===== config.mk =====
export PLATFORM = sky130hd
export DESIGN_NAME = rksu_ram
export DESIGN_NICKNAME = d
export VERILOG_FILES = /design/src/rtl/rksu_ram.sv
export SDC_FILE = /design/constraint.sdc
export NUM_CORES = 1
export LEC_CHECK = 0
export BUFFER_PORTS_ARGS = -buffer_cell sky130_fd_sc_hd__buf_4
export CELL_PAD_IN_SITES_DETAIL_PLACEMENT = 0
export CELL_PAD_IN_SITES_GLOBAL_PLACEMENT = 1
export CORE_MARGIN = 2
export CORE_UTILIZATION = 60
export DETAILED_ROUTE_END_ITERATION = 10
export PLACE_DENSITY_LB_ADDON = 0.1
export SLEW_MARGIN = 20
export SYNTH_ARGS = -nofsm -noshare
export SYNTH_HDL_FRONTEND = slang
export SYNTH_SLANG_ARGS = --single-unit

===== constraint.sdc =====
create_clock -name clk -period 5.35 [get_ports clk]
set_input_delay 1.07 -clock clk [delete_from_list [all_inputs] [get_ports clk]]
set_output_delay 1.07 -clock clk [all_outputs]
set_load 0.01 [all_outputs]

===== src/rtl/rksu_ram.sv =====
// ----------------------------------------------------------------------------
// rksu_ram
// generic single write port ram with registered read
// ----------------------------------------------------------------------------
`default_nettype none

module rksu_ram #(
  parameter int unsigned WIDTH = 8,
  parameter int unsigned DEPTH = 64
) (
  input  wire logic                     clk,
  input  wire logic                     wr_en,
  input  wire logic [$clog2(DEPTH)-1:0] wr_addr,
  input  wire logic [WIDTH-1:0]         wr_data,
  input  wire logic [$clog2(DEPTH)-1:0] rd_addr,
  output logic      [WIDTH-1:0]         rd_data
);

  logic [WIDTH-1:0] mem [DEPTH];

  always_ff @(posedge clk) begin
    if (wr_en) begin
      mem[wr_addr] <= wr_data;
    end
    rd_data <= mem[rd_addr];
  end

endmodule

`default_nettype wire


* Word level (Yosys, flattened, before mapping)
Memory sizes are Yosys's and may differ from the RTL's. A register that Yosys moved wholly into a read port is not among the register bits. Cells that the tools add are included.
Word-level totals: memories 1, register bits after elaboration 0, input bits 22, output and inout bits 8, logic and storage cells 3, memory bits (writable) 512
Memory list:
- mem | words 64, bits a word 8, rd ports 1, clocked after Yosys merged registers in 1, wr ports 1, RTL line 19 | logic [WIDTH-1:0] mem [DEPTH];
Cells by class: multiplexer cells 2
Operators with widths (number):
- $mux W1 | 2

* Logic depth before layout (Yosys ltp)
word-level depth 2, gate-level depth with buffers 9, mapped depth without buffers 5

* Worst setup path after synthesis
No wires, ideal clock.
path kind input to register, start input rd_addr[1], end register rd_data[3], read port of mem, data required time 5.222 ns, setup slack 2.612 ns, stages on the path 7, path buffers 3, setup time 0.128 ns, arrival 2.610 ns, path through buf_4 > buf_2 > buf_2 > mux4_2 > mux4_2 > o21ai_1 > o41ai_1
RTL lines:
- start, declared | RTL line 15 | input wire logic [$clog2(DEPTH)-1:0] rd_addr,
- end, declared | RTL line 16 | output logic [WIDTH-1:0] rd_data

==> flow_metrics.env <==
export IMPL_synth_main_ff_cell="edfxtp_1"
export IMPL_power_leakage_uw=0.00691
export IMPL_post_cts_setup_buffers=0
export IMPL_max_slew_margin_rel=0.243
export IMPL_critPathLaunch="rd_addr[0]"
export IMPL_critPathCaptureType="flop"
export IMPL_post_synth_instance_area_um2=20200
export IMPL_longest_individual_stage_delay_on_the_worst_path_ns=0.76
export IMPL_final_antenna_net_count=0
export IMPL_detailedPlacementHpwl_mm=25.7
export IMPL_n_fill_cell=2141
export IMPL_viasPerCell=6.44
export IMPL_largest_family_of_logic_cells_by_synthesized_area="multiplexers"
export IMPL_drt_pass_1_iters=5
export IMPL_post_route_minimum_period_ns=3.48
export IMPL_die_footprint_um2=35100
export IMPL_report_final_hold_viol_count=0
export IMPL_core_area_um2=33300
export IMPL_hold_start="mem[31][6]"
export IMPL_final_setup_viol_count=0
export IMPL_cts_resized_gates=0
export IMPL_grt_usage=0.251
export IMPL_irDropWorstVdd_mv=0.275
export IMPL_fp_dieH_um=187
export IMPL_fraction_of_synthesized_cell_area_in_xor_and_xnor_cells=0
export IMPL_leading_cell_type_by_number_of_instances_after_synthesis="edfxtp_1"
export IMPL_worstPathArrival_ns=3.89
export IMPL_globalplace_congestion=0.798
export IMPL_die_w_um=187
export IMPL_syn2layout_area_growth_pct=10.6
export IMPL_placed_area_um2=20700
export IMPL_tritoncts_clock_tree="yes"
export IMPL_cp_num_buf_inv=2
export IMPL_drive_above_1_share=0.244
export IMPL_rsz0062_at_grt="false"
export IMPL_vias=9450
export IMPL_synthDistinctLibCells=40
export IMPL_root_buffer="clkbuf_16"
export IMPL_crit_path_frequent_cell="a221oi_1"
export IMPL_synthSimpleGateAreaFrac=0.0339
export IMPL_critical_path_cell_chain="clkbuf_8, buf_4, mux2i_1, a221oi_1, a221oi_1, o2bb2ai_1"
export IMPL_floorplan_rows=67
export IMPL_clock_sink_count=520
export IMPL_drc=0
export IMPL_setup_tns_final_ns=0
export IMPL_synth_net_count=962
export IMPL_worstSkewPairLatency_ns=0.56
export IMPL_required_ns=5.76
export IMPL_drt_wl_total_mm=42.7
export IMPL_share_of_the_synthesized_area_in_compound_gates_ao_oa_aoi_oai=0.0207
export IMPL_fin_nets=1000
export IMPL_post_synth_cell_area_avg_um2=21.5
export IMPL_grt_first_pass_wirelength_mm=63.3
export IMPL_cts_inserted_buffers=50
export IMPL_wl_per_cell_um=29.1
export IMPL_worstPathMaxFanout=77
export IMPL_area_sequential_um2=15500
export IMPL_yosys_top_cells_area="edfxtp_1, mux4_2, nor2_1, mux2i_1, dfxtp_1"
export IMPL_worst_clock_skew_ns=0.0109
export IMPL_finalCritPeriodShare=0.650
export IMPL_h_tree_depth=2
export IMPL_ys_seq_elements=520
export IMPL_pwr_density_cell_nw_per_um2=374
export IMPL_synthesis_yosys_warnings=0
export IMPL_crit_path_start_kind="input port"
export IMPL_synth_fa_ha_area_frac=0
export IMPL_detailedRoute_firstIterationViolations=978
export IMPL_timing_final_max_slew_violations=0
export IMPL_seq_area_frac_synth=0.770
export IMPL_largest_net_degree_at_the_start_of_global_routing=78
export IMPL_status="complete, no violations"
export IMPL_cts_reportedPaths_clkPinSlew_ns=0.06
export IMPL_critPathSlowestCell="buf_4"
export IMPL_total_of_hold_buffers_inserted_after_clock_tree_synthesis=0
export IMPL_first_global_vias=9655
export IMPL_timing_critical_path_max_delay_family="buffers and inverters"
export IMPL_drv_cap=0
export IMPL_syn_inst=940
export IMPL_max_clock_freq_ghz=0.287
export IMPL_postLayoutCoreUtil=0.670
export IMPL_grt_overflow_total=0
export IMPL_netlist_top_cell_by_area="edfxtp_1"
export IMPL_initial_antenna_violation_count=1
export IMPL_initial_standard_cell_utilization_of_the_core=0.606
export IMPL_cts_buffer_depth=3
export IMPL_synth_edf_count=512
export IMPL_hold_path_class="reg2reg"
export IMPL_critical_path_reg2reg_startpoint="mem[3][5]"
export IMPL_yosys_top_cells_count="edfxtp_1, mux4_2, nor2_1"
export IMPL_synth_mux_area_fraction=0.159
export IMPL_setup_worst_path_class="in2reg"
export IMPL_slew_of_the_pin_with_the_lowest_slew_margin_ns=1.13
export IMPL_finish_instance_area_um2=22300
export IMPL_multiInputGateArea_um2=4320
export IMPL_post_synth_top_area_fraction=0.762
export IMPL_port_buffer_count=29
export IMPL_synth_async_reset_ratio=0
export IMPL_design_portCount=30
placed cells by master, fill, tap and decap left out, types with 9 or more instances in the layout:
cell / count
buf_4: 36
clkbuf_1: 9
clkbuf_16: 53
clkinv_1: 14
clkinv_2: 10
edfxtp_1: 512
mux2_2: 13
mux2i_1: 23
mux4_2: 126
nand2_1: 19
nand3_1: 13
nor2_1: 83
nor2b_1: 14
sequential cells by signal, indices dropped and copies added (netlist names):
register,cells
mem,512
rd_data,8
layer usage:
layer	wire length, um	vias up	share of wire	track usage
li1	-	4007	-	-
met1	17600	4948	0.41	0.369
met2	20700	427	0.49	0.394
met3	3510	68	0.082	0.0518
met4	889	0	0.021	0.0656
met5	0	-	0	0
layout make-up:
type | instances | area share
antenna | 1 | 0.000112
clock inverter | 31 | 0.0110
timing repair buffer | 37 | 0.0127
multi-input combinational | 369 | 0.194
sequential | 520 | 0.696
clock buffer | 62 | 0.0610
tap | 448 | 0.0251
final timing paths:
kind           endpoint  slack, ns  cells past startpoint
max reg2reg  rd_data[5]       3.06                      4
min reg2reg  rd_data[6]       0.82                      3
min          rd_data[6]       0.82                      3
max          rd_data[2]       1.87                      6
report_power, final:
group	switching [uW]	total (uW)	leakage, uW	internal [uW]
clock network	1430	3420	0.000782	1990
logic	254	409	0.00146	155
registers	11.9	4520	0.00467	4510
logic make-up after synthesis:
family          Yosys count
compound gates           54
buf+inv                  51
flops                   520
mux                     162
simple gates            153
worst register-to-register path, delay by kind of cell (launching register included):
kind             cells  cell delay, ns
AO/OA/AOI/OAI        2            1.17
multiplexers         1            0.47
AND/OR/NAND/NOR      1            0.14
flip-flops           1            0.36
metrics by stage:
step	worst slack, ns	hold WS, ns	instances	total power, uW
after floorplan	2.61	0.718	940	4850
after detailed placement	1.22	0.802	1374	5020
after global placement	1.35	0.812	1374	5010
after CTS	1.81	0.810	1467	8400
final	1.87	0.817	1468	8350
after global routing	1.63	0.850	1467	8580
(Power assumes the default switching activity.)
