[config.mk]
export PLATFORM = sky130hd
export DESIGN_NAME = rksu_cmp
export DESIGN_NICKNAME = d
export VERILOG_FILES = /design/src/rtl/rksu_pkg.sv /design/src/rtl/rksu_cmp.sv
export SDC_FILE = /design/constraint.sdc
export NUM_CORES = 1
export LEC_CHECK = 0
export BUFFER_PORTS_ARGS = -buffer_cell sky130_fd_sc_hd__buf_2
export CAP_MARGIN = 5
export CORE_AREA = 2 2 125 127
export DETAILED_ROUTE_END_ITERATION = 12
export DIE_AREA = 0 0 127 129
export GPL_TIMING_DRIVEN = 0
export MAX_ROUTING_LAYER = met4
export PLACE_DENSITY = 0.65
export SYNTH_ARGS = -nofsm -noshare
export SYNTH_HDL_FRONTEND = slang
export SYNTH_SLANG_ARGS = --single-unit
[constraint.sdc]
create_clock -name vclk -period 7
set_input_delay 0.7 -clock vclk [all_inputs]
set_output_delay 0.7 -clock vclk [all_outputs]
set_load 0.01 [all_outputs]
[src/rtl/rksu_pkg.sv]
// ----------------------------------------------------------------------------
// rksu_pkg
// shared types of the render item key sorter
// ----------------------------------------------------------------------------
`default_nettype none

package rksu_pkg;

  localparam int unsigned KeyWidth = 32;

  // one draw item as held in the store
  typedef struct packed {
    logic                kind;
    logic [KeyWidth-1:0] material;
    logic [KeyWidth-1:0] mesh;
    logic [KeyWidth-1:0] depth;
    logic [KeyWidth-1:0] index;
    logic [KeyWidth-1:0] generation;
  } item_t;

  typedef enum logic [2:0] {
    ST_LOAD = 3'b001,
    ST_SCAN = 3'b010,
    ST_EMIT = 3'b100
  } state_t;

endpackage

`default_nettype wire

[src/rtl/rksu_cmp.sv]
// ----------------------------------------------------------------------------
// rksu_cmp
// item order compare: high when item a must go strictly before item b
// ----------------------------------------------------------------------------
`default_nettype none

module rksu_cmp (
  input  wire rksu_pkg::item_t a,
  input  wire rksu_pkg::item_t b,
  output logic                 a_first
);
  import rksu_pkg::*;

  // nan has an all-ones exponent and a nonzero mantissa
  function automatic logic is_nan(input logic [KeyWidth-1:0] v);
    return v[KeyWidth-2:0] > 31'h7F80_0000;
  endfunction

  // monotone unsigned key, both zeros alike
  function automatic logic [KeyWidth-1:0] dkey(input logic [KeyWidth-1:0] v);
    logic [KeyWidth-1:0] w;
    w = (v == 32'h8000_0000) ? '0 : v;
    return w[KeyWidth-1] ? ~w : (w | 32'h8000_0000);
  endfunction

  logic                an, bn;
  logic [KeyWidth-1:0] ka, kb;
  logic                d_lt, d_eq;
  logic                mat_lt, mat_eq, mesh_lt, mesh_eq;
  logic                tail_lt;

  always_comb begin
    an      = is_nan(a.depth);
    bn      = is_nan(b.depth);
    ka      = dkey(a.depth);
    kb      = dkey(b.depth);
    // nan goes last in both queues
    if (an) begin
      d_lt = 1'b0;
    end else if (bn) begin
      d_lt = 1'b1;
    end else begin
      d_lt = a.kind ? (ka > kb) : (ka < kb);
    end
    d_eq    = (an && bn) || (!an && !bn && ka == kb);
    mat_lt  = a.material < b.material;
    mat_eq  = a.material == b.material;
    mesh_lt = a.mesh < b.mesh;
    mesh_eq = a.mesh == b.mesh;
    tail_lt = (a.index < b.index) ||
              (a.index == b.index && a.generation < b.generation);
    if (a.kind != b.kind) begin
      a_first = b.kind;
    end else if (!a.kind) begin
      a_first = mat_lt || (mat_eq && (mesh_lt || (mesh_eq &&
                (d_lt || (d_eq && tail_lt)))));
    end else begin
      a_first = d_lt || (d_eq && (mat_lt || (mat_eq &&
                (mesh_lt || (mesh_eq && tail_lt)))));
    end
  end

endmodule

`default_nettype wire

After elaboration in Yosys (flattened, before gate mapping)
Index checks and enable logic that the tools add are counted.
Word-level totals
  flip-flop bits (word level): 0
  bits in latches: 0
  bits in writable memories: 0
  memory bits (read-only): 0
  input port bits: 322
  output and inout port bits: 1
  memories: 0
Cells by class
  add/sub/neg operators: 0
  $mul: 0
  div/mod/pow operators: 0
  magnitude comparators: 8
  eq/ne operators: 7
  shift-type cells: 0
  mux-type cells: 9
  bitwise logic cells: 2
  reduce and logical (&&, ||, !) cells: 20
Operator list (number)
  < comparator 32 bit: 5
  equality test 32 bit: 4
  2-to-1 mux 32 bit: 4
  equality test 32 bit, second input constant: 2
  inverter 32 bit: 2
  greater-than comparator 31 bit, second input constant: 2
  greater-than comparator 32 bit: 1
  logical AND 1 bit: 10
  logical OR 1 bit: 8
  2-to-1 mux 1 bit: 5
  logical NOT 1 bit: 2
  inequality test 1 bit: 1

Depth between registers and ports, before layout
  depth in word-level cells: 15
  depth in mapped cells: 15
  mapped depth without buffers: 14

Worst setup path after synthesis
OpenSTA, ideal clock, no wires.
  kind: input to output
  start point: in a[95] (netlist name)
  end point: out a_first
  arrival: 3.849 ns
  required time: 6.300 ns
  path slack: 2.451 ns
  stages on the path: 14
  buffers on the path: 3
  cell sequence: clkbuf_1 -> clkbuf_1 -> buf_1 -> xnor2_1 -> nor2_1 -> ha_1 -> and4_1 -> nand3_1 -> a21oi_1 -> a211o_1 -> a221o_1 -> a32oi_1 -> a31oi_1 -> a221o_1
Between the ends
  longest elaborated chain between the ends: 15
  elaborated cells between the ends (all ways): 22
Ends and longest elaborated chain
  start: declaration: line rksu_cmp.sv:8  | input wire rksu_pkg::item_t a,
  equality test 32 bit: line rksu_cmp.sv:22  | w = (v == 32'h8000_0000) ? '0 : v;
  2-to-1 mux 32 bit *: line rksu_cmp.sv:22
  inverter 32 bit: line rksu_cmp.sv:23  | return w[KeyWidth-1] ? ~w : (w | 32'h8000_0000);
  2-to-1 mux 32 bit *: line rksu_cmp.sv:23
  < comparator 32 bit, or another cell as far along: line rksu_cmp.sv:43  | d_lt = a.kind ? (ka > kb) : (ka < kb);
  2-to-1 mux 1 bit / logical AND 1 bit (equally long branches): line rksu_cmp.sv:43, rksu_cmp.sv:45
  2-to-1 mux 1 bit / logical OR 1 bit (equally long branches): line rksu_cmp.sv:40, rksu_cmp.sv:45
  2-to-1 mux 1 bit / logical AND 1 bit (equally long branches): line rksu_cmp.sv:38, rksu_cmp.sv:56
  logical OR 1 bit: line rksu_cmp.sv:56  | (d_lt || (d_eq && tail_lt)))));
  logical AND 1 bit: line rksu_cmp.sv:55  | a_first = mat_lt || (mat_eq && (mesh_lt || (mesh_eq &&
  logical OR 1 bit: line rksu_cmp.sv:55
  logical AND 1 bit: line rksu_cmp.sv:55
  logical OR 1 bit: line rksu_cmp.sv:55
  2-to-1 mux 1 bit *: line rksu_cmp.sv:54  | end else if (!a.kind) begin
  2-to-1 mux 1 bit *: line rksu_cmp.sv:52  | if (a.kind != b.kind) begin
  end: declaration: line rksu_cmp.sv:10  | output logic a_first
Mark *: on every way between the ends. The rest lies on a longest branch, timed or not.

Worst setup path after layout
Ends and elaborated chain as after synthesis.

==> results.rst <==
.. list-table::
   :header-rows: 1

   * - Metric
     - Value
   * - Outcome
     - complete, no violations
   * - Portion of synthesized cell area occupied by the leading cell type
     - about two fifths
   * - Number of design rule violations left after detail routing
     - 0
   * - Antenna violations before repair
     - 2
   * - Number of fillers in the final layout
     - 1569
   * - Gate count after technology mapping
     - roughly 720
   * - GRT Residual Overflow
     - 0
   * - Max capacitance violation total
     - 0
   * - Total standard cell area after synthesis
     - just over 5000 sq um
   * - Switching Share
     - 49.6%
   * - Number of hold-repair buffers added at the cts stage
     - 0
   * - Peak Freq
     - 192 MHz
   * - RSZ-0062 raised after global routing
     - false
   * - Dpl ws
     - 1760 ps
   * - Class of the most critical hold timing path
     - primary input to primary output
   * - Net count, final
     - ~1500
   * - Dominant cell type by area after synthesis
     - ha_1
   * - Post-Route Setup TNS
     - 0 ps
   * - Count leader, synth
     - ha_1
   * - Wire length reported by the detailed router
     - around 17000 um
   * - Largest net degree at the start of global routing
     - 11
   * - Resize count post-CTS
     - 0
   * - Fin crit share
     - 74.5%
   * - Signal arrival time at the worst endpoint
     - 4510 ps
   * - Post-DRT Antenna Nets
     - 0
   * - Final sequential cell count
     - 0
   * - Critical Path RT
     - around 6300 ps
   * - Vias post-DR
     - 5923
   * - Die Span X
     - about 130 um
   * - DIE AREA
     - 16400 sq um
   * - Detailed-router iteration count before antenna repair
     - 4
   * - Number of standard-cell rows in the floorplan
     - 45
   * - Fraction of layout instances using a drive strength above 1
     - a little under a third
   * - Area occupied by registers
     - 0 sq um
   * - Initial Util
     - approximately a third
   * - Transition time at the pin with the least slew margin
     - 652 ps
   * - Netlist cell types
     - 52
   * - I/O Buffers
     - 321
   * - Kind of end point of the critical path
     - primary output
   * - Relative slew slack
     - 56.5%
   * - Net count of the mapped netlist
     - around 1200
   * - Proportion of power drawn by flip-flops and latches
     - 0%
   * - Share of the yosys chip area belonging to registers
     - 0%
   * - Via density per instance
     - 4.82
   * - Average wire per standard cell
     - ~14 um
   * - Internal power of the cells
     - approximately 0.20 mW
   * - Final HPWL DP
     - 15800 um
   * - List of most frequent post-synthesis cells
     - ha_1 (158), inv_1 (133), nand2_1 (57)
   * - Utilization of the core after routing
     - 46.3%
   * - Multi-input gate area in the final layout
     - 4530 sq um
   * - Maximum ir drop on the vdd rail
     - 30.5 uV
   * - Post-Syn Area per Cell
     - 7.07 sq um
   * - Vias in the first global route
     - just under 6000
   * - Power per standard cell area
     - 58.2 nW/um^2
   * - Critical path peak fanout
     - 10
   * - Layout area overhead
     - 36.3%
   * - Boundary pin count
     - roughly 320
   * - Max-slew violations
     - 0
   * - Buffers inserted by post-CTS timing repair
     - 0
   * - Cell types occupying the most area after synthesis
     - ha_1 (39%), inv_1 (9.8%), xnor2_1 (5.3%)
   * - Global routing usage summed across all routing layers
     - about a fifth
   * - Proportion of power drawn by the clock network
     - 0%
   * - Hold Fails Final Rpt
     - 0
   * - Final worst slack
     - 1790 ps
   * - Area of the placeable core
     - 15000 sq um
   * - Yosys synthesis warning count
     - 0
   * - Iter 0 DRT Violations
     - about 230
   * - Kind of critical path
     - primary input to primary output
   * - Final critical path time including I/O delays and setup
     - 5210 ps
   * - Die Y-Extent
     - 129 um
   * - Share of total power in combinational logic
     - between 90% and 100%
   * - Wire length of the first global-routing pass
     - 27100 um
   * - Leakage Power
     - 4.20 nW
   * - Critical Path Source Type
     - primary input
   * - Routability cong.
     - 0.934
   * - Clock tree buffer count of the final layout
     - 0
   * - Switching power total
     - 0.200 mW
   * - Final Setup Violations
     - 0
cells by family (layout without fill, tap and decap cells):
family | count (synthesis) | count (layout) | synth area share (%)
other cells | 0 | 2 | 0
compound gates | 140 | 140 | 17.9
buf+inv | 147 | 468 | 10.8
simple gates | 212 | 212 | 21.7
xor+xnor | 62 | 62 | 10.7
fa+ha+maj | 158 | 158 | 38.9
path summary, 6_finish.rpt:
| path | from | endpoint | slack [ps] | cells after the start |
|---|---|---|---|---|
| worst max-delay path | a[95] | a_first | 1790 | 15 |
| worst min-delay path | a[160] | a_first | 1830 | 4 |
power groups by stage:
stage	clock [mW]	sequential [mW]	combinational, mW
floorplan	0	0	0.239
global placement	0	0	0.399
detailed placement	0	0	0.402
CTS	0	0	0.406
global route	0.0000000383	0	0.470
finish	0.0000000384	0	0.403
through the flow:
stage	std cells	instance area [sq um]	total power, mW	hold slack [ps]
floorplan	719	5090	0.239	1610
global placement	1228	6930	0.399	1820
detailed placement	1228	6930	0.402	1840
CTS	1228	6930	0.406	1840
global route	1230	6930	0.470	1870
finish	1230	6930	0.403	1830
per-layer routing:
metal | routed length [um] | track usage (%) | vias up | part of all wire (%)
met4 | 260 | 3.10 | 0 | 1.5
met5 | 0 | - | - | 0
met3 | 1110 | 2.49 | 21 | 6.6
met2 | 8130 | 36.5 | 194 | 48
li1 | - | - | 3189 | -
met1 | 7370 | 25.8 | 2519 | 44
layout make-up:
cell class | count | share of cell area, %
Multi-Input combinational cell | 572 | 65.4
Timing Repair Buffer | 321 | 23.2
Buffer | 14 | 0.758
Antenna cell | 2 | 0.0722
Inverter | 133 | 7.20
Tap cell | 188 | 3.39
placed cells by master (no fill, tap or decap), types with 15 or more instances in the layout:
master,count
xnor2_1,31
o21ai_0,23
buf_2,321
nand3_1,15
nand2_1,57
xor2_1,31
nand4_1,26
a21o_1,19
a21oi_1,46
nor2_1,50
inv_1,133
ha_1,158
critical path, stage by stage:
cell and delay [ps]:
clkbuf_1 260, clkbuf_1 510, buf_1 570, xnor2_1 190, nor2_1 80, ha_1 320, and4_1 200, nand3_1 120
nor3_1 270, nand4_1 190, nor2b_1 150, a41oi_1 170, o41ai_1 430, a221o_1 210, buf_2 140
Power figures use the tool's default switching activity.
